`config.mk`:
```
export PLATFORM = sky130hd
export DESIGN_NAME = skit_ctrl
export DESIGN_NICKNAME = d
export VERILOG_FILES = /design/src/rtl/skit_pkg.sv /design/src/rtl/skit_ctrl.sv
export SDC_FILE = /design/constraint.sdc
export NUM_CORES = 1
export LEC_CHECK = 0
export BUFFER_PORTS_ARGS = -buffer_cell sky130_fd_sc_hd__buf_2
export CAP_MARGIN = 30
export CORE_MARGIN = 1.5
export CORE_UTILIZATION = 29
export CTS_BUF_LIST = sky130_fd_sc_hd__clkbuf_2 sky130_fd_sc_hd__clkbuf_4 sky130_fd_sc_hd__clkbuf_8
export DETAILED_ROUTE_END_ITERATION = 7
export MAX_ROUTING_LAYER = met4
export PLACE_DENSITY = 0.61
export SLEW_MARGIN = 20
export SYNTH_ARGS = -nofsm -noshare
export SYNTH_HDL_FRONTEND = slang
export SYNTH_SLANG_ARGS = --single-unit
```
`constraint.sdc`:
```
create_clock -name clock -period 1.6 [get_ports clock]
set_input_delay 0.32 -clock clock [delete_from_list [all_inputs] [get_ports clock]]
set_output_delay 0.32 -clock clock [all_outputs]
set_load 0.02 [all_outputs]
```
`src/rtl/skit_pkg.sv`:
```
`timescale 1ns / 1ps

package skit_pkg;

   localparam int KEY_W   = 32;
   localparam int OFF_W   = 31;
   localparam int COUNT_W = 9;
   localparam int ENTRY_W = KEY_W + OFF_W;

   typedef enum logic [1:0] {
      CMD_INSERT = 2'd0,
      CMD_LOOKUP = 2'd1,
      CMD_REMOVE = 2'd2,
      CMD_CLEAR  = 2'd3
   } cmd_type;

   typedef enum logic [1:0] {
      STATUS_OK        = 2'd0,
      STATUS_NOT_FOUND = 2'd1,
      STATUS_FULL      = 2'd2
   } status_type;

   // Index sources for the table read port and for the captured hit position.
   typedef enum logic [2:0] {
      SEL_POS_M1,
      SEL_POS_P1,
      SEL_MID,
      SEL_LO,
      SEL_HI
   } sel_type;

   typedef enum logic [3:0] {
      ST_IDLE,
      ST_DISPATCH,
      ST_INS_RD,
      ST_INS_CMP,
      ST_SR_MID,
      ST_SR_LO,
      ST_SR_HI,
      ST_SR_CHK,
      ST_RM_RD,
      ST_RM_WR,
      ST_FIN
   } state_type;

   typedef struct packed {
      logic    latch_req;
      logic    init_ins;
      logic    init_search;
      logic    rd_en;
      sel_type rd_sel;
      logic    wr_new;
      logic    wr_shift_up;
      logic    wr_shift_down;
      logic    save_mid;
      logic    found_en;
      sel_type found_sel;
      logic    narrow;
      logic    cnt_inc;
      logic    cnt_dec;
      logic    cnt_clr;
      logic    set_full;
      logic    set_nf;
      logic    load_rsp;
   } ctl_type;

   typedef struct packed {
      cmd_type cmd;
      logic    full;
      logic    pos_zero;
      logic    ins_greater;
      logic    rd_match;
      logic    range_ok;
      logic    shift_done;
      logic    rsp_busy;
   } sts_type;

endpackage

```
`src/rtl/skit_ctrl.sv`:
```
`timescale 1ns / 1ps

module skit_ctrl (
   input  logic              clock,
   input  logic              reset,
   input  logic              req_tvalid,
   output logic              req_tready,
   input  skit_pkg::sts_type sts,
   output skit_pkg::ctl_type ctl
);

   skit_pkg::state_type state_ff;
   skit_pkg::state_type state_in;

   always_ff @(posedge clock) begin
      if (reset) begin
         state_ff <= skit_pkg::ST_IDLE;
      end else begin
         state_ff <= state_in;
      end
   end

   always_comb begin
      state_in   = state_ff;
      ctl        = '0;
      ctl.rd_sel    = skit_pkg::SEL_MID;
      ctl.found_sel = skit_pkg::SEL_MID;
      req_tready = 1'b0;
      unique case (state_ff)
         skit_pkg::ST_IDLE: begin
            req_tready = 1'b1;
            if (req_tvalid) begin
               ctl.latch_req = 1'b1;
               state_in      = skit_pkg::ST_DISPATCH;
            end
         end
         skit_pkg::ST_DISPATCH: begin
            unique case (sts.cmd) inside
               skit_pkg::CMD_INSERT: begin
                  if (sts.full) begin
                     ctl.set_full = 1'b1;
                     state_in     = skit_pkg::ST_FIN;
                  end else begin
                     ctl.init_ins = 1'b1;
                     state_in     = skit_pkg::ST_INS_RD;
                  end
               end
               skit_pkg::CMD_LOOKUP, skit_pkg::CMD_REMOVE: begin
                  ctl.init_search = 1'b1;
                  state_in        = skit_pkg::ST_SR_MID;
               end
               default: begin
                  ctl.cnt_clr = 1'b1;
                  state_in    = skit_pkg::ST_FIN;
               end
            endcase
         end
         skit_pkg::ST_INS_RD: begin
            if (sts.pos_zero) begin
               ctl.wr_new  = 1'b1;
               ctl.cnt_inc = 1'b1;
               state_in    = skit_pkg::ST_FIN;
            end else begin
               ctl.rd_en  = 1'b1;
               ctl.rd_sel = skit_pkg::SEL_POS_M1;
               state_in   = skit_pkg::ST_INS_CMP;
            end
         end
         skit_pkg::ST_INS_CMP: begin
            if (sts.ins_greater) begin
               ctl.wr_shift_up = 1'b1;
               state_in        = skit_pkg::ST_INS_RD;
            end else begin
               ctl.wr_new  = 1'b1;
               ctl.cnt_inc = 1'b1;
               state_in    = skit_pkg::ST_FIN;
            end
         end
         skit_pkg::ST_SR_MID: begin
            if (!sts.range_ok) begin
               ctl.set_nf = 1'b1;
               state_in   = skit_pkg::ST_FIN;
            end else begin
               ctl.rd_en  = 1'b1;
               ctl.rd_sel = skit_pkg::SEL_MID;
               state_in   = skit_pkg::ST_SR_LO;
            end
         end
         skit_pkg::ST_SR_LO: begin
            // read data holds the middle entry
            ctl.rd_en    = 1'b1;
            ctl.rd_sel   = skit_pkg::SEL_LO;
            ctl.save_mid = 1'b1;
            if (sts.rd_match) begin
               ctl.found_en  = 1'b1;
               ctl.found_sel = skit_pkg::SEL_MID;
               state_in = (sts.cmd == skit_pkg::CMD_LOOKUP) ? skit_pkg::ST_FIN
                                                            : skit_pkg::ST_RM_RD;
            end else begin
               state_in = skit_pkg::ST_SR_HI;
            end
         end
         skit_pkg::ST_SR_HI: begin
            // read data holds the lower-bound entry
            ctl.rd_en  = 1'b1;
            ctl.rd_sel = skit_pkg::SEL_HI;
            if (sts.rd_match) begin
               ctl.found_en  = 1'b1;
               ctl.found_sel = skit_pkg::SEL_LO;
               state_in = (sts.cmd == skit_pkg::CMD_LOOKUP) ? skit_pkg::ST_FIN
                                                            : skit_pkg::ST_RM_RD;
            end else begin
               state_in = skit_pkg::ST_SR_CHK;
            end
         end
         skit_pkg::ST_SR_CHK: begin
            // read data holds the upper-bound entry
            if (sts.rd_match) begin
               ctl.found_en  = 1'b1;
               ctl.found_sel = skit_pkg::SEL_HI;
               state_in = (sts.cmd == skit_pkg::CMD_LOOKUP) ? skit_pkg::ST_FIN
                                                            : skit_pkg::ST_RM_RD;
            end else begin
               ctl.narrow = 1'b1;
               state_in   = skit_pkg::ST_SR_MID;
            end
         end
         skit_pkg::ST_RM_RD: begin
            if (sts.shift_done) begin
               ctl.cnt_dec = 1'b1;
               state_in    = skit_pkg::ST_FIN;
            end else begin
               ctl.rd_en  = 1'b1;
               ctl.rd_sel = skit_pkg::SEL_POS_P1;
               state_in   = skit_pkg::ST_RM_WR;
            end
         end
         skit_pkg::ST_RM_WR: begin
            ctl.wr_shift_down = 1'b1;
            state_in          = skit_pkg::ST_RM_RD;
         end
         skit_pkg::ST_FIN: begin
            if (!sts.rsp_busy) begin
               ctl.load_rsp = 1'b1;
               state_in     = skit_pkg::ST_IDLE;
            end
         end
         default: begin
            state_in = skit_pkg::ST_IDLE;
         end
      endcase
   end

endmodule

```
**Word level (Yosys, flattened, before mapping)**

Cells that the tools add are included.

- Mux-type cells: 47
- Reductions and logical operators: 5
- Eq/ne operators: 14

Operator list:

| kind | count |
|---|---|
| $mux W4 | 15 |
| $pmux W4 S11 | 1 |
| $mux W1 | 23 |
| $pmux W4 S5 | 1 |
| $eq A4 B3 Y1 const B | 4 |
| $eq A4 B4 Y1 const B | 3 |
| $pmux W4 S3 | 1 |
| $eq A4 B2 Y1 const B | 2 |
| $mux W2 | 4 |
| $pmux W4 S2 | 1 |
| $eq A4 B1 Y1 const B | 1 |
| $logic_not A4 Y1 | 1 |
| $ne A2 B2 Y1 const B | 2 |
| $reduce_or A3 Y1 | 1 |
| $eq A2 B1 Y1 const B | 1 |
| $eq A2 B2 Y1 const B | 1 |
| $logic_not A2 Y1 | 1 |
| $pmux W1 S2 | 1 |
| $reduce_and A2 Y1 | 1 |
| $reduce_or A2 Y1 | 1 |

- Word-level logic and storage cells: 67
- Output and inout bits: 23
- Input bits: 12
- Register bits after elaboration: 4

**Longest topological paths before layout**

Gate-level depths: netlist of run 1.

- Depth in word-level cells: 4
- Depth in mapped cells: 6
- Depth with buffers taken out: 6

**Worst setup path after synthesis of run 1**

OpenSTA, ideal clock, no wires.

- Path kind: register to output
- Start point: reg state_ff[1]
- End point: out ctl[13] in the netlist's numbering
- Data required time: 1.280 ns
- Buffers on the path: 1
- Arrival: 1.411 ns
- Cell stages (with the launch flop): 4
- Slack: -0.131 ns
- Path through: dfxtp_1 -> buf_6 -> nand2_2 -> nor4b_1

RTL lines:

| item | line | RTL |
|---|---|---|
| from (decl) | skit_ctrl.sv:12 | `skit_pkg::state_type state_ff;` |
| from (signal assigned) | skit_ctrl.sv:17 | `state_ff <= skit_pkg::ST_IDLE;` |
| from (signal assigned) | skit_ctrl.sv:19 | `state_ff <= state_in;` |
| to (decl) | skit_ctrl.sv:9 | `output skit_pkg::ctl_type ctl` |

==> metrics.txt, run 1 <==
# TYPE chip_impl_metric gauge
chip_impl_info{name="highest_count_cells_in_the_layout_ignoring_fill_and_taps",value="sky130_fd_sc_hd__buf_4 (22), sky130_fd_sc_hd__buf_2 (20), sky130_fd_sc_hd__nor2_1 (10)"} 1
chip_impl_metric{name="postSynthAreaPerCell",unit="um^2"} 7.00
chip_impl_metric{name="clk_pwr_share",unit=""} 0.070
chip_impl_metric{name="static-leakage-power",unit="nW"} 0.528
chip_impl_metric{name="switching_share_of_total_power",unit=""} 0.479
chip_impl_metric{name="number_of_antenna_violations_at_the_first_check_in_global_routing",unit=""} 0
chip_impl_metric{name="total_number_of_clock_tree_sinks",unit=""} 4
chip_impl_metric{name="die-area",unit="um^2"} 2490
chip_impl_info{name="crit_family",value="simple AND/OR/NAND/NOR gates"} 1
chip_impl_metric{name="fin_nets",unit=""} 155
chip_impl_info{name="clock_tree_from_tritoncts",value="done"} 1
chip_impl_metric{name="count_of_input_and_output_buffers",unit=""} 34
chip_impl_metric{name="timing.reg2reg.worst_path_depth",unit=""} 5
chip_impl_metric{name="drtPass1Iterations",unit=""} 4
chip_impl_metric{name="finalHoldViolCount",unit=""} 0
chip_impl_metric{name="grt_first_pass_wirelength",unit="mm"} 3.23
chip_impl_info{name="hold_crit_path_type",value="in -> reg"} 1
chip_impl_metric{name="finalSetupViolCount",unit=""} 3
chip_impl_metric{name="initial_core_util",unit=""} 0.315
chip_impl_info{name="most_common_cell_after_layout_fill_and_taps_aside",value="sky130_fd_sc_hd__buf_4"} 1
chip_impl_metric{name="core_area",unit="um^2"} 2020
chip_impl_metric{name="drt-vias-per-instance",unit=""} 5.04
chip_impl_metric{name="multiInputGateArea",unit="um^2"} 557
chip_impl_info{name="result_of_the_run",value="finished, violations left"} 1
chip_impl_metric{name="postRouteAntennaNets",unit=""} 0
chip_impl_metric{name="post_synth_inst_count",unit=""} 91
chip_impl_metric{name="numCtsBuffers",unit=""} 3
chip_impl_metric{name="nFillCells",unit=""} 204
chip_impl_metric{name="synth.lib_cells_used.distinct",unit=""} 39
chip_impl_metric{name="ctsHtreeMaxLevel",unit=""} 1
chip_impl_metric{name="utilization",unit=""} 0.541
chip_impl_metric{name="timing.final.crit_share",unit=""} 1.02
chip_impl_info{name="timing.critical_path.from_type",value="flip-flop"} 1
chip_impl_metric{name="antenna_cells_inserted",unit=""} 0
chip_impl_info{name="start_of_the_worst_register_to_register_path",value="state_ff[0]"} 1
chip_impl_metric{name="power.density_cell_area",unit="nW/um^2"} 1610
chip_impl_metric{name="finalWorstPathRequiredPeriod",unit="ns"} 1.63
chip_impl_info{name="crit_start",value="state_ff[1]"} 1
chip_impl_metric{name="slew_viol_final",unit=""} 0
chip_impl_metric{name="io-pin-count",unit=""} 35
chip_impl_metric{name="setup_tns_final",unit="ns"} -0.0603
chip_impl_metric{name="post_route_cells_drive_above_1_share",unit=""} 0.580
chip_impl_metric{name="timing.hold.ws",unit="ns"} 0.313
chip_impl_metric{name="post_synth_instance_area",unit="um^2"} 637
chip_impl_metric{name="synth_seq_area_share",unit=""} 0.126
chip_impl_metric{name="ys.warnings.count",unit=""} 0
chip_impl_info{name="setup.worst_path.class",value="reg -> out"} 1
chip_impl_metric{name="worst_skew_pair.late_latency",unit="ns"} 0.24
chip_impl_metric{name="clock_path_buffers",unit=""} 2
chip_impl_metric{name="peak_freq",unit="MHz"} 612
chip_impl_metric{name="net-switching-power",unit="uW"} 845
chip_impl_info{name="top_register",value="state_ff"} 1
chip_impl_info{name="layout_top_registers",value="state_ff x4"} 1
chip_impl_metric{name="cp.buffers_inverters",unit=""} 1
chip_impl_metric{name="seqCellArea",unit="um^2"} 95.1
chip_impl_metric{name="crit_path_max_incr_delay",unit="ns"} 0.36
chip_impl_metric{name="route.final.wire_length",unit="mm"} 2.16
chip_impl_metric{name="timing.max_slew.rel_slack",unit=""} 0.785
chip_impl_metric{name="pwr-share-comb",unit=""} 0.784
chip_impl_metric{name="dr.first_iter.drc_count",unit=""} 11
chip_impl_metric{name="worst_setup_hold_path_clk_slew",unit="ns"} 0.04
chip_impl_info{name="timing.critical_path.slowest_stage_cell",value="sky130_fd_sc_hd__dfxtp_4"} 1
chip_impl_info{name="most_used_flip_flop_cell_after_synthesis",value="sky130_fd_sc_hd__dfxtp_1"} 1
chip_impl_info{name="endpoint",value="ctl[18]"} 1
chip_impl_info{name="clk_root_buffer_cell",value="sky130_fd_sc_hd__clkbuf_4"} 1
chip_impl_metric{name="floorplan.die.width",unit="um"} 49.9
chip_impl_metric{name="areaGrowthSynthToFinish",unit="%"} 71.7
chip_impl_metric{name="max-cap-violations",unit=""} 0
chip_impl_metric{name="critPathMaxFanout",unit=""} 7
chip_impl_metric{name="power_report.internal_total",unit="uW"} 920
chip_impl_metric{name="grt_start_max_net_pins",unit=""} 9
chip_impl_metric{name="min_setup_slack_post_route",unit="ns"} -0.0344
chip_impl_metric{name="grtUsageTotal",unit=""} 0.176
chip_impl_metric{name="critical_path_required",unit="ns"} 1.28
chip_impl_metric{name="detailedPlace.worstSlack",unit="ns"} 0.0731
chip_impl_metric{name="overflow",unit=""} 0
chip_impl_metric{name="skew",unit="ns"} 0.00476
chip_impl_metric{name="synth_nets",unit=""} 106
chip_impl_info{name="rsz_0062_raised_after_global_routing",value="true"} 1
chip_impl_metric{name="drc",unit=""} 0
chip_impl_metric{name="largest_register_ffs",unit=""} 4
chip_impl_metric{name="routabilityCongestion",unit=""} 0.874
chip_impl_metric{name="grt_util_met3",unit=""} 0.0455
chip_impl_metric{name="crit_cells",unit=""} 4
chip_impl_metric{name="met1_usage",unit=""} 0.203
chip_impl_info{name="critical_path_cell_by_cell",value="or2_4 > o211ai_1 > nand2_1 > buf_2"} 1
chip_impl_metric{name="async_reset_ff_frac",unit=""} 0
chip_impl_info{name="violations",value="negative setup slack"} 1
chip_impl_info{name="critPathCaptureType",value="primary output"} 1
chip_impl_metric{name="worst_ir_drop_vdd",unit="mV"} 1.01
chip_impl_metric{name="synth-seq-cells",unit=""} 4
chip_impl_metric{name="via_count",unit=""} 832
chip_impl_metric{name="seqPwrFrac",unit=""} 0.146
chip_impl_info{name="grt.busiest_layer",value="met2"} 1
chip_impl_metric{name="synth_edf_count",unit=""} 0
chip_impl_metric{name="dp_hpwl",unit="mm"} 1.44
chip_impl_metric{name="die_h",unit="um"} 49.9
chip_impl_metric{name="worst_pin_slew",unit="ns"} 0.320
chip_impl_metric{name="ff2ff_setup_slack",unit="ns"} 0.20
chip_impl_metric{name="floorplan.rows",unit=""} 16
chip_impl_info{name="regToRegEndpoint",value="state_ff[3]"} 1
chip_impl_metric{name="critPathArrivalTime",unit="ns"} 1.31
chip_impl_metric{name="grt_pass1_vias",unit=""} 730
chip_impl_metric{name="wire_per_inst",unit="um"} 13.1
chip_impl_metric{name="groute.layer.met2.usage",unit=""} 0.302
[area by class of cell]
type / instances / share of cell area
multi-input cells: 73 / 0.509
flip-flops and latches: 4 / 0.0870
well taps: 27 / 0.0309
clock buffers: 3 / 0.0206
repair buffers: 50 / 0.325
inverters: 8 / 0.0275
[metrics by stage]
step | total power [mW] | std cells | area [um^2]
3_3_place_gp | 1.24 | 155 | 862
3_5_place_dp | 1.23 | 155 | 862
2_1_floorplan | 0.978 | 91 | 643
6_report | 1.76 | 165 | 1090
5_1_grt | 1.88 | 165 | 1090
4_1_cts | 1.61 | 164 | 1010
[synth_stat cells, types with 2 or more instances]
cell type	n	area share
sky130_fd_sc_hd__and3_1	3	0.029
sky130_fd_sc_hd__nor2_1	11	0.065
sky130_fd_sc_hd__nor2b_1	3	0.029
sky130_fd_sc_hd__ha_1	3	0.059
sky130_fd_sc_hd__a31oi_1	2	0.020
sky130_fd_sc_hd__a21oi_1	3	0.024
sky130_fd_sc_hd__dfxtp_1	4	0.13
sky130_fd_sc_hd__inv_1	7	0.041
sky130_fd_sc_hd__buf_6	2	0.035
sky130_fd_sc_hd__nand2_1	6	0.035
sky130_fd_sc_hd__nor3_1	8	0.063
sky130_fd_sc_hd__and2_1	2	0.020
sky130_fd_sc_hd__o21ai_1	3	0.024
sky130_fd_sc_hd__buf_4	4	0.047
sky130_fd_sc_hd__a22o_1	2	0.028
sky130_fd_sc_hd__nand2b_1	5	0.049
[cell families after synthesis]
| family | after synthesis | synth area share |
|---|---|---|
| and+or+nand+nor | 50 | 0.450 |
| AOI/OAI and AO/OA | 20 | 0.236 |
| buffers and inverters | 14 | 0.130 |
| DFF | 4 | 0.126 |
| adders and majority gates | 3 | 0.0589 |
[power by group through the flow]
stage | Clock, mW | Combinational (mW) | Sequential (mW)
after floorplan | 0 | 0.788 | 0.190
after global placement | 0 | 1.01 | 0.229
after detailed placement | 0 | 0.999 | 0.227
after CTS | 0.131 | 1.23 | 0.244
after global routing | 0.144 | 1.48 | 0.264
final | 0.124 | 1.38 | 0.257
[per-layer routing]
layer / share of wire / routed length, um
met1: 0.43 / 929
met3: 0.049 / 106
met2: 0.51 / 1110
met5: 0 / 0
met4: 0.0079 / 17
[how the worst min path moves through the flow]
stage / slack, ns / depth (start not counted) / from / endpoint
floorplan: 0.39 / 1 / reset / state_ff[1]
global route: 0.30 / 2 / reset / state_ff[3]
detailed placement: 0.56 / 2 / reset / state_ff[1]
global placement: 0.56 / 2 / reset / state_ff[1]
CTS: 0.30 / 2 / reset / state_ff[1]
finish: 0.31 / 2 / reset / state_ff[0]
[repair_timing]
item | CTS | global route
setup buffers | 6 | 1
pin swaps | 5 | 8
endpoints found under the setup margin | 23 | 18
gates resized for setup | 29 | 19
hold buffers | 0 | 0
Power figures use the tool's default switching activity.
==> run 2, diff against run 1 <==
--- a/config.mk
+++ b/config.mk
@@ -8,11 +8,11 @@
 export BUFFER_PORTS_ARGS = -buffer_cell sky130_fd_sc_hd__buf_2
 export CAP_MARGIN = 30
 export CORE_MARGIN = 1.5
-export CORE_UTILIZATION = 29
+export CORE_UTILIZATION = 40
 export CTS_BUF_LIST = sky130_fd_sc_hd__clkbuf_2 sky130_fd_sc_hd__clkbuf_4 sky130_fd_sc_hd__clkbuf_8
 export DETAILED_ROUTE_END_ITERATION = 7
 export MAX_ROUTING_LAYER = met4
-export PLACE_DENSITY = 0.61
+export PLACE_DENSITY = 0.78
 export SLEW_MARGIN = 20
 export SYNTH_ARGS = -nofsm -noshare
 export SYNTH_HDL_FRONTEND = slang
==> run 2 against run 1 <==
  * The flow still finishes with violations (negative setup slack)
  * Count of clock-buffer cells in the layout unchanged
  * Clock skew down 0.0035 ns
  * Combinational power down 12%
  * Non-clock buffer count down 5
  * Clock power up 5%
  * Maximum frequency up 0.34%
  * Final cell count down 9.7%
  * Routed wire length down 4.5%
  * Global-route usage up 6.4 points
==> metrics.txt, run 2 (same netlist as run 1, synthesis figures left out) <==
# TYPE chip_impl_metric gauge
chip_impl_metric{name="critPathArrivalTime",unit="ns"} 1.31
chip_impl_info{name="clock_tree_from_tritoncts",value="done"} 1
chip_impl_metric{name="skew",unit="ns"} 0.00124
chip_impl_info{name="hold_crit_path_type",value="in -> reg"} 1
chip_impl_info{name="timing.critical_path.from_type",value="flip-flop"} 1
chip_impl_info{name="rsz_0062_raised_after_global_routing",value="true"} 1
chip_impl_metric{name="static-leakage-power",unit="nW"} 0.502
chip_impl_metric{name="net-switching-power",unit="uW"} 800
chip_impl_metric{name="critPathMaxFanout",unit=""} 9
chip_impl_metric{name="finalSetupViolCount",unit=""} 3
chip_impl_metric{name="number_of_antenna_violations_at_the_first_check_in_global_routing",unit=""} 0
chip_impl_metric{name="nFillCells",unit=""} 137
chip_impl_metric{name="seqPwrFrac",unit=""} 0.158
chip_impl_metric{name="via_count",unit=""} 824
chip_impl_metric{name="grt_start_max_net_pins",unit=""} 12
chip_impl_metric{name="total_number_of_clock_tree_sinks",unit=""} 4
chip_impl_metric{name="overflow",unit=""} 0
chip_impl_metric{name="switching_share_of_total_power",unit=""} 0.504
chip_impl_metric{name="worst_pin_slew",unit="ns"} 0.322
chip_impl_metric{name="drtPass1Iterations",unit=""} 4
chip_impl_info{name="highest_count_cells_in_the_layout_ignoring_fill_and_taps",value="sky130_fd_sc_hd__buf_2 (23), sky130_fd_sc_hd__buf_4 (12), sky130_fd_sc_hd__buf_6 (10)"} 1
chip_impl_info{name="critPathCaptureType",value="primary output"} 1
chip_impl_metric{name="cp.buffers_inverters",unit=""} 1
chip_impl_info{name="result_of_the_run",value="finished, violations left"} 1
chip_impl_metric{name="finalInstanceArea",unit="um^2"} 1020
chip_impl_metric{name="dp_hpwl",unit="mm"} 1.46
chip_impl_metric{name="worst_setup_hold_path_clk_slew",unit="ns"} 0.04
chip_impl_metric{name="timing.final.crit_share",unit=""} 1.02
chip_impl_metric{name="cts_hold_buffers",unit=""} 0
chip_impl_metric{name="fin_nets",unit=""} 150
chip_impl_metric{name="utilization",unit=""} 0.677
chip_impl_metric{name="clock_path_buffers",unit=""} 2
chip_impl_metric{name="power_report.internal_total",unit="uW"} 787
chip_impl_info{name="violations",value="negative setup slack"} 1
chip_impl_metric{name="post_dp_area",unit="um^2"} 841
chip_impl_metric{name="route.final.wire_length",unit="mm"} 2.07
chip_impl_metric{name="power.density_cell_area",unit="nW/um^2"} 1560
chip_impl_metric{name="finalWorstPathRequiredPeriod",unit="ns"} 1.63
chip_impl_metric{name="wire_per_inst",unit="um"} 13.9
chip_impl_metric{name="ctsHtreeMaxLevel",unit=""} 1
chip_impl_metric{name="core_area",unit="um^2"} 1510
chip_impl_metric{name="finalHoldViolCount",unit=""} 0
chip_impl_metric{name="peak_freq",unit="MHz"} 614
chip_impl_metric{name="max-cap-violations",unit=""} 0
chip_impl_info{name="setup.worst_path.class",value="reg -> out"} 1
chip_impl_metric{name="drc",unit=""} 0
chip_impl_metric{name="count_of_input_and_output_buffers",unit=""} 34
chip_impl_metric{name="critical_path_required",unit="ns"} 1.28
chip_impl_metric{name="dr.first_iter.drc_count",unit=""} 22
chip_impl_metric{name="crit_path_max_incr_delay",unit="ns"} 0.37
chip_impl_info{name="most_common_cell_after_layout_fill_and_taps_aside",value="sky130_fd_sc_hd__buf_2"} 1
chip_impl_metric{name="grt_pass1_vias",unit=""} 759
chip_impl_metric{name="io-pin-count",unit=""} 35
chip_impl_info{name="clk_root_buffer_cell",value="sky130_fd_sc_hd__clkbuf_4"} 1
chip_impl_info{name="layout_top_registers",value="state_ff x4"} 1
chip_impl_metric{name="timing.hold.ws",unit="ns"} 0.312
chip_impl_metric{name="initial_core_util",unit=""} 0.423
chip_impl_metric{name="clk_pwr_share",unit=""} 0.082
chip_impl_info{name="timing.critical_path.slowest_stage_cell",value="sky130_fd_sc_hd__dfxtp_4"} 1
chip_impl_metric{name="largest_register_ffs",unit=""} 4
chip_impl_metric{name="floorplan.rows",unit=""} 14
chip_impl_metric{name="numCtsBuffers",unit=""} 3
chip_impl_metric{name="worst_skew_pair.late_latency",unit="ns"} 0.24
chip_impl_metric{name="grtUsageTotal",unit=""} 0.240
chip_impl_metric{name="timing.max_slew.rel_slack",unit=""} 0.783
chip_impl_info{name="crit_family",value="simple AND/OR/NAND/NOR gates"} 1
chip_impl_metric{name="drt-vias-per-instance",unit=""} 5.53
chip_impl_info{name="top_register",value="state_ff"} 1
chip_impl_metric{name="worst_ir_drop_vdd",unit="mV"} 0.780
chip_impl_metric{name="antenna_cells_inserted",unit=""} 0
chip_impl_metric{name="min_setup_slack_post_route",unit="ns"} -0.0288
chip_impl_metric{name="routabilityCongestion",unit=""} 0.937
chip_impl_metric{name="areaGrowthSynthToFinish",unit="%"} 60.1
chip_impl_metric{name="die-area",unit="um^2"} 1840
chip_impl_metric{name="floorplan.die.width",unit="um"} 42.9
chip_impl_metric{name="die_h",unit="um"} 42.9
chip_impl_metric{name="multiInputGateArea",unit="um^2"} 534
chip_impl_metric{name="post_route_cells_drive_above_1_share",unit=""} 0.541
chip_impl_info{name="critical_path_cell_by_cell",value="or2_4 > o211ai_1 > nand2_1 > buf_4"} 1
chip_impl_metric{name="slew_viol_final",unit=""} 0
chip_impl_metric{name="grt_first_pass_wirelength",unit="mm"} 3.39
chip_impl_metric{name="postRouteAntennaNets",unit=""} 0
chip_impl_metric{name="seqCellArea",unit="um^2"} 95.1
chip_impl_metric{name="pwr-share-comb",unit=""} 0.760
==> run 2: cell count changes in the layout (fill, tap and decap cells not counted), sizes merged <==
cell	before	now
buf	50	45
==> run 2: final timing paths <==
| kind | startpoint | slack, ns | end | cells past startpoint |
|---|---|---|---|---|
| setup / recovery | state_ff[1] | -0.03 | ctl[18] | 4 |
| hold / removal | reset | 0.31 | state_ff[1] | 2 |
| setup reg to reg | state_ff[1] | 0.19 | state_ff[0] | 6 |
| hold reg to reg | state_ff[0] | 0.65 | state_ff[1] | 2 |
==> run 2: area by class of cell <==
cell class                      count  area share
Tap cell                           16      0.0196
Clock buffer                        3      0.0221
Sequential cell                     4      0.0933
Multi-Input combinational cell     73       0.524
Inverter                            8      0.0294
Timing Repair Buffer               45       0.312
==> run 2: power by group through the flow <==
stage / combinational [mW] / clock (mW) / sequential, mW
after floorplan: 0.788 / 0 / 0.190
after global placement: 0.978 / 0 / 0.204
after detailed placement: 0.996 / 0 / 0.210
after CTS: 1.13 / 0.134 / 0.238
after global routing: 1.30 / 0.145 / 0.263
final: 1.21 / 0.130 / 0.251
==> run 2: metrics by stage <==
step | setup TNS (ns) | total power, mW | setup slack (ns) | std cells
after floorplan | 0 | 0.978 | 0.0829 | 91
after global placement | 0 | 1.18 | 0.111 | 143
after detailed placement | 0 | 1.21 | 0.103 | 143
after CTS | -0.0588 | 1.50 | -0.0225 | 148
after global routing | -0.645 | 1.71 | -0.0777 | 149
final | -0.0462 | 1.59 | -0.0288 | 149
==> run 2: worst register-to-register path, cell delays in order, from the launching register on <==
cell and delay, ns:
sky130_fd_sc_hd__dfxtp_4 0.39, sky130_fd_sc_hd__buf_6 0.15, sky130_fd_sc_hd__nand2b_1 0.09, sky130_fd_sc_hd__nor2_2 0.13, sky130_fd_sc_hd__o21ai_2 0.08, sky130_fd_sc_hd__buf_4 0.13, sky130_fd_sc_hd__a2111oi_2 0.33
==> run 2: per-layer routing <==
layer	global-route usage	vias up	routed length, um
met4	0.0313	0	0
met2	0.409	40	1040
met5	-	-	0
li1	-	408	-
met1	0.306	376	865
met3	0.0340	0	165
==> run 2: timing repair <==
| action | 4_1_cts | 5_1_grt |
|---|---|---|
| resized for setup | 30 | 13 |
| pin swaps | 5 | 5 |
| gates cloned | 0 | 0 |
| setup buffers | 2 | 1 |
| endpoints found under the setup margin | 19 | 19 |
==> run 3, diff against run 2 <==
--- a/config.mk
+++ b/config.mk
@@ -8,11 +8,11 @@
 export BUFFER_PORTS_ARGS = -buffer_cell sky130_fd_sc_hd__buf_2
 export CAP_MARGIN = 30
 export CORE_MARGIN = 1.5
-export CORE_UTILIZATION = 40
+export CORE_UTILIZATION = 45
 export CTS_BUF_LIST = sky130_fd_sc_hd__clkbuf_2 sky130_fd_sc_hd__clkbuf_4 sky130_fd_sc_hd__clkbuf_8
 export DETAILED_ROUTE_END_ITERATION = 7
 export MAX_ROUTING_LAYER = met4
-export PLACE_DENSITY = 0.78
+export PLACE_DENSITY = 0.86
 export SLEW_MARGIN = 20
 export SYNTH_ARGS = -nofsm -noshare
 export SYNTH_HDL_FRONTEND = slang
==> run 3 against run 2 <==
  * Maximum frequency fell by 3.3%
  * Setup slack got worse by 0.055 ns
  * Critical path depth rose by 1
  * Die area fell by 10%
  * Non-clock buffer count rose by 4
  * Cell area rose by 2.9%
  * Total power rose by 8.9%
  * The run still ends with negative setup slack left
  * Register-to-register slack improved by 0.02 ns
  * Clock skew barely moved
  * Routed wire length rose by 20%
  * Sequential power fell by 2%
  * Largest cell class unchanged
  * Clock power barely moved
==> metrics.txt, run 3 (same netlist as run 1, synthesis figures left out) <==
# TYPE chip_impl_metric gauge
chip_impl_metric{name="dp_cells",unit=""} 141
chip_impl_metric{name="finalHoldViolCount",unit=""} 0
chip_impl_info{name="start_of_the_worst_register_to_register_path",value="state_ff[2]"} 1
chip_impl_metric{name="cp.buffers_inverters",unit=""} 1
chip_impl_metric{name="finalSetupViolCount",unit=""} 10
chip_impl_metric{name="power_report.internal_total",unit="uW"} 870
chip_impl_metric{name="worst_pin_slew",unit="ns"} 0.304
chip_impl_metric{name="number_of_antenna_violations_at_the_first_check_in_global_routing",unit=""} 0
chip_impl_info{name="critical_path_cell_by_cell",value="nand2b_1 > nor3_2 > a21oi_1 > nor2_1 > buf_2"} 1
chip_impl_info{name="highest_count_cells_in_the_layout_ignoring_fill_and_taps",value="sky130_fd_sc_hd__buf_2 (24), sky130_fd_sc_hd__buf_4 (15), sky130_fd_sc_hd__nor2_1 (10), sky130_fd_sc_hd__buf_6 (10), sky130_fd_sc_hd__inv_1 (7)"} 1
chip_impl_metric{name="postRouteAntennaNets",unit=""} 0
chip_impl_metric{name="ctsHtreeMaxLevel",unit=""} 1
chip_impl_metric{name="dr.first_iter.drc_count",unit=""} 33
chip_impl_info{name="setup.worst_path.class",value="reg -> out"} 1
chip_impl_metric{name="timing.max_slew.rel_slack",unit=""} 0.795
chip_impl_metric{name="antenna_cells_inserted",unit=""} 0
chip_impl_info{name="crit_family",value="simple AND/OR/NAND/NOR gates"} 1
chip_impl_metric{name="critical_path_required",unit="ns"} 1.28
chip_impl_metric{name="largest_register_ffs",unit=""} 4
chip_impl_metric{name="grt_pass1_vias",unit=""} 692
chip_impl_metric{name="slew_viol_final",unit=""} 0
chip_impl_info{name="crit_start",value="state_ff[2]"} 1
chip_impl_metric{name="critPathMaxFanout",unit=""} 6
chip_impl_metric{name="clk_pwr_share",unit=""} 0.074
chip_impl_metric{name="timing.final.crit_share",unit=""} 1.05
chip_impl_metric{name="utilization",unit=""} 0.797
chip_impl_metric{name="peak_freq",unit="MHz"} 594
chip_impl_info{name="timing.critical_path.slowest_stage_cell",value="sky130_fd_sc_hd__dfxtp_4"} 1
chip_impl_metric{name="core_area",unit="um^2"} 1320
chip_impl_metric{name="initial_core_util",unit=""} 0.483
chip_impl_metric{name="pwr-share-comb",unit=""} 0.783
chip_impl_metric{name="min_setup_slack_post_route",unit="ns"} -0.0841
chip_impl_metric{name="post_layout_instance_count_excluding_filler_cells",unit=""} 152
chip_impl_info{name="layout_top_registers",value="state_ff x4"} 1
chip_impl_info{name="critPathCaptureType",value="primary output"} 1
chip_impl_metric{name="finalWorstPathRequiredPeriod",unit="ns"} 1.68
chip_impl_metric{name="die-area",unit="um^2"} 1650
chip_impl_info{name="most_common_cell_after_layout_fill_and_taps_aside",value="sky130_fd_sc_hd__buf_2"} 1
chip_impl_info{name="hold_crit_path_type",value="in -> reg"} 1
chip_impl_metric{name="worst_setup_hold_path_clk_slew",unit="ns"} 0.04
chip_impl_info{name="hold_start",value="reset"} 1
chip_impl_metric{name="power.density_cell_area",unit="nW/um^2"} 1650
chip_impl_metric{name="static-leakage-power",unit="nW"} 0.525
chip_impl_metric{name="drtPass1Iterations",unit=""} 4
chip_impl_info{name="clock_tree_from_tritoncts",value="done"} 1
chip_impl_metric{name="numCtsBuffers",unit=""} 3
chip_impl_metric{name="grt_first_pass_wirelength",unit="mm"} 2.90
chip_impl_metric{name="drc",unit=""} 0
chip_impl_info{name="top_register",value="state_ff"} 1
chip_impl_metric{name="seqPwrFrac",unit=""} 0.142
chip_impl_metric{name="routabilityCongestion",unit=""} 0.899
chip_impl_metric{name="crit_path_max_incr_delay",unit="ns"} 0.36
chip_impl_metric{name="cts_hold_buffers",unit=""} 0
chip_impl_metric{name="net-switching-power",unit="uW"} 858
chip_impl_metric{name="worst_ir_drop_vdd",unit="mV"} 1.23
chip_impl_metric{name="areaGrowthSynthToFinish",unit="%"} 64.8
chip_impl_metric{name="grtUsageTotal",unit=""} 0.264
chip_impl_metric{name="post_route_cells_drive_above_1_share",unit=""} 0.562
chip_impl_metric{name="critPathArrivalTime",unit="ns"} 1.36
chip_impl_metric{name="skew",unit="ns"} 0.00174
chip_impl_metric{name="overflow",unit=""} 0
chip_impl_metric{name="route.final.wire_length",unit="mm"} 2.48
chip_impl_metric{name="dp_hpwl",unit="mm"} 1.49
chip_impl_info{name="violations",value="negative setup slack"} 1
chip_impl_metric{name="grt_start_max_net_pins",unit=""} 12
chip_impl_info{name="timing.critical_path.from_type",value="flip-flop"} 1
chip_impl_info{name="result_of_the_run",value="finished, violations left"} 1
chip_impl_metric{name="timing.hold.ws",unit="ns"} 0.307
chip_impl_metric{name="floorplan.die.width",unit="um"} 40.6
chip_impl_metric{name="clock_path_buffers",unit=""} 2
chip_impl_info{name="rsz_0062_raised_after_global_routing",value="true"} 1
chip_impl_metric{name="worst_skew_pair.late_latency",unit="ns"} 0.24
chip_impl_info{name="clk_root_buffer_cell",value="sky130_fd_sc_hd__clkbuf_4"} 1
chip_impl_metric{name="wire_per_inst",unit="um"} 16.3
chip_impl_metric{name="io-pin-count",unit=""} 35
chip_impl_metric{name="max-cap-violations",unit=""} 0
chip_impl_metric{name="via_count",unit=""} 910
chip_impl_metric{name="die_h",unit="um"} 40.6
chip_impl_metric{name="fin_nets",unit=""} 154
chip_impl_metric{name="switching_share_of_total_power",unit=""} 0.496
chip_impl_metric{name="drt-vias-per-instance",unit=""} 5.99
chip_impl_metric{name="floorplan.rows",unit=""} 13
chip_impl_metric{name="count_of_input_and_output_buffers",unit=""} 34
chip_impl_metric{name="total_number_of_clock_tree_sinks",unit=""} 4
-- run 3: stage by stage --
step                area, um^2  setup WS (ns)  power (mW)  setup TNS [ns]
finish                    1050        -0.0841        1.73          -0.388
global route              1050         -0.168        1.82          -0.770
detailed placement         832         0.0920        1.20               0
floorplan                  643         0.0829       0.978               0
CTS                        931        -0.0157        1.47         -0.0459
global placement           832          0.132        1.17               0
-- run 3: worst paths after layout --
check	endpoint	slack, ns	cells past startpoint
hold / removal	state_ff[1]	0.31	2
hold reg to reg	state_ff[2]	0.61	2
setup reg to reg	state_ff[0]	0.21	5
setup / recovery	ctl[15]	-0.08	5
-- run 3: worst reg2reg max path, delay by kind of cell (launching register included) --
family	cells	cell delay (ns)
flops	1	0.38
buf+inv	2	0.26
simple gates	1	0.16
compound gates	2	0.46
-- run 3: area by class of cell --
class                           instances  area, um^2
Multi-Input combinational cell         73         538
Sequential cell                         4        95.1
Timing Repair Buffer                   49         345
Fill cell                              94         268
Inverter                                8        30.0
Clock buffer                            3        22.5
Tap cell                               15        18.8
-- run 3: repair_timing --
action	in CTS	in global routing
endpoints found under the setup margin	16	17
resized for setup	20	22
pin swaps	4	9
setup buffers	2	6
-- run 3: power groups by stage --
stage                     sequential, mW  clock (mW)  combinational [mW]
final                              0.246       0.128                1.35
after global routing               0.248       0.137                1.44
after CTS                          0.231       0.127                1.11
after detailed placement           0.205           0               0.997
after global placement             0.196           0               0.976
after floorplan                    0.190           0               0.788
-- run 3: per-layer routing --
layer	up-vias	global-route usage	wire length, um
met5	-	-	0
met4	0	0	53
met3	6	0.0326	159
met2	59	0.480	1260
met1	431	0.330	1000
li1	414	-	-
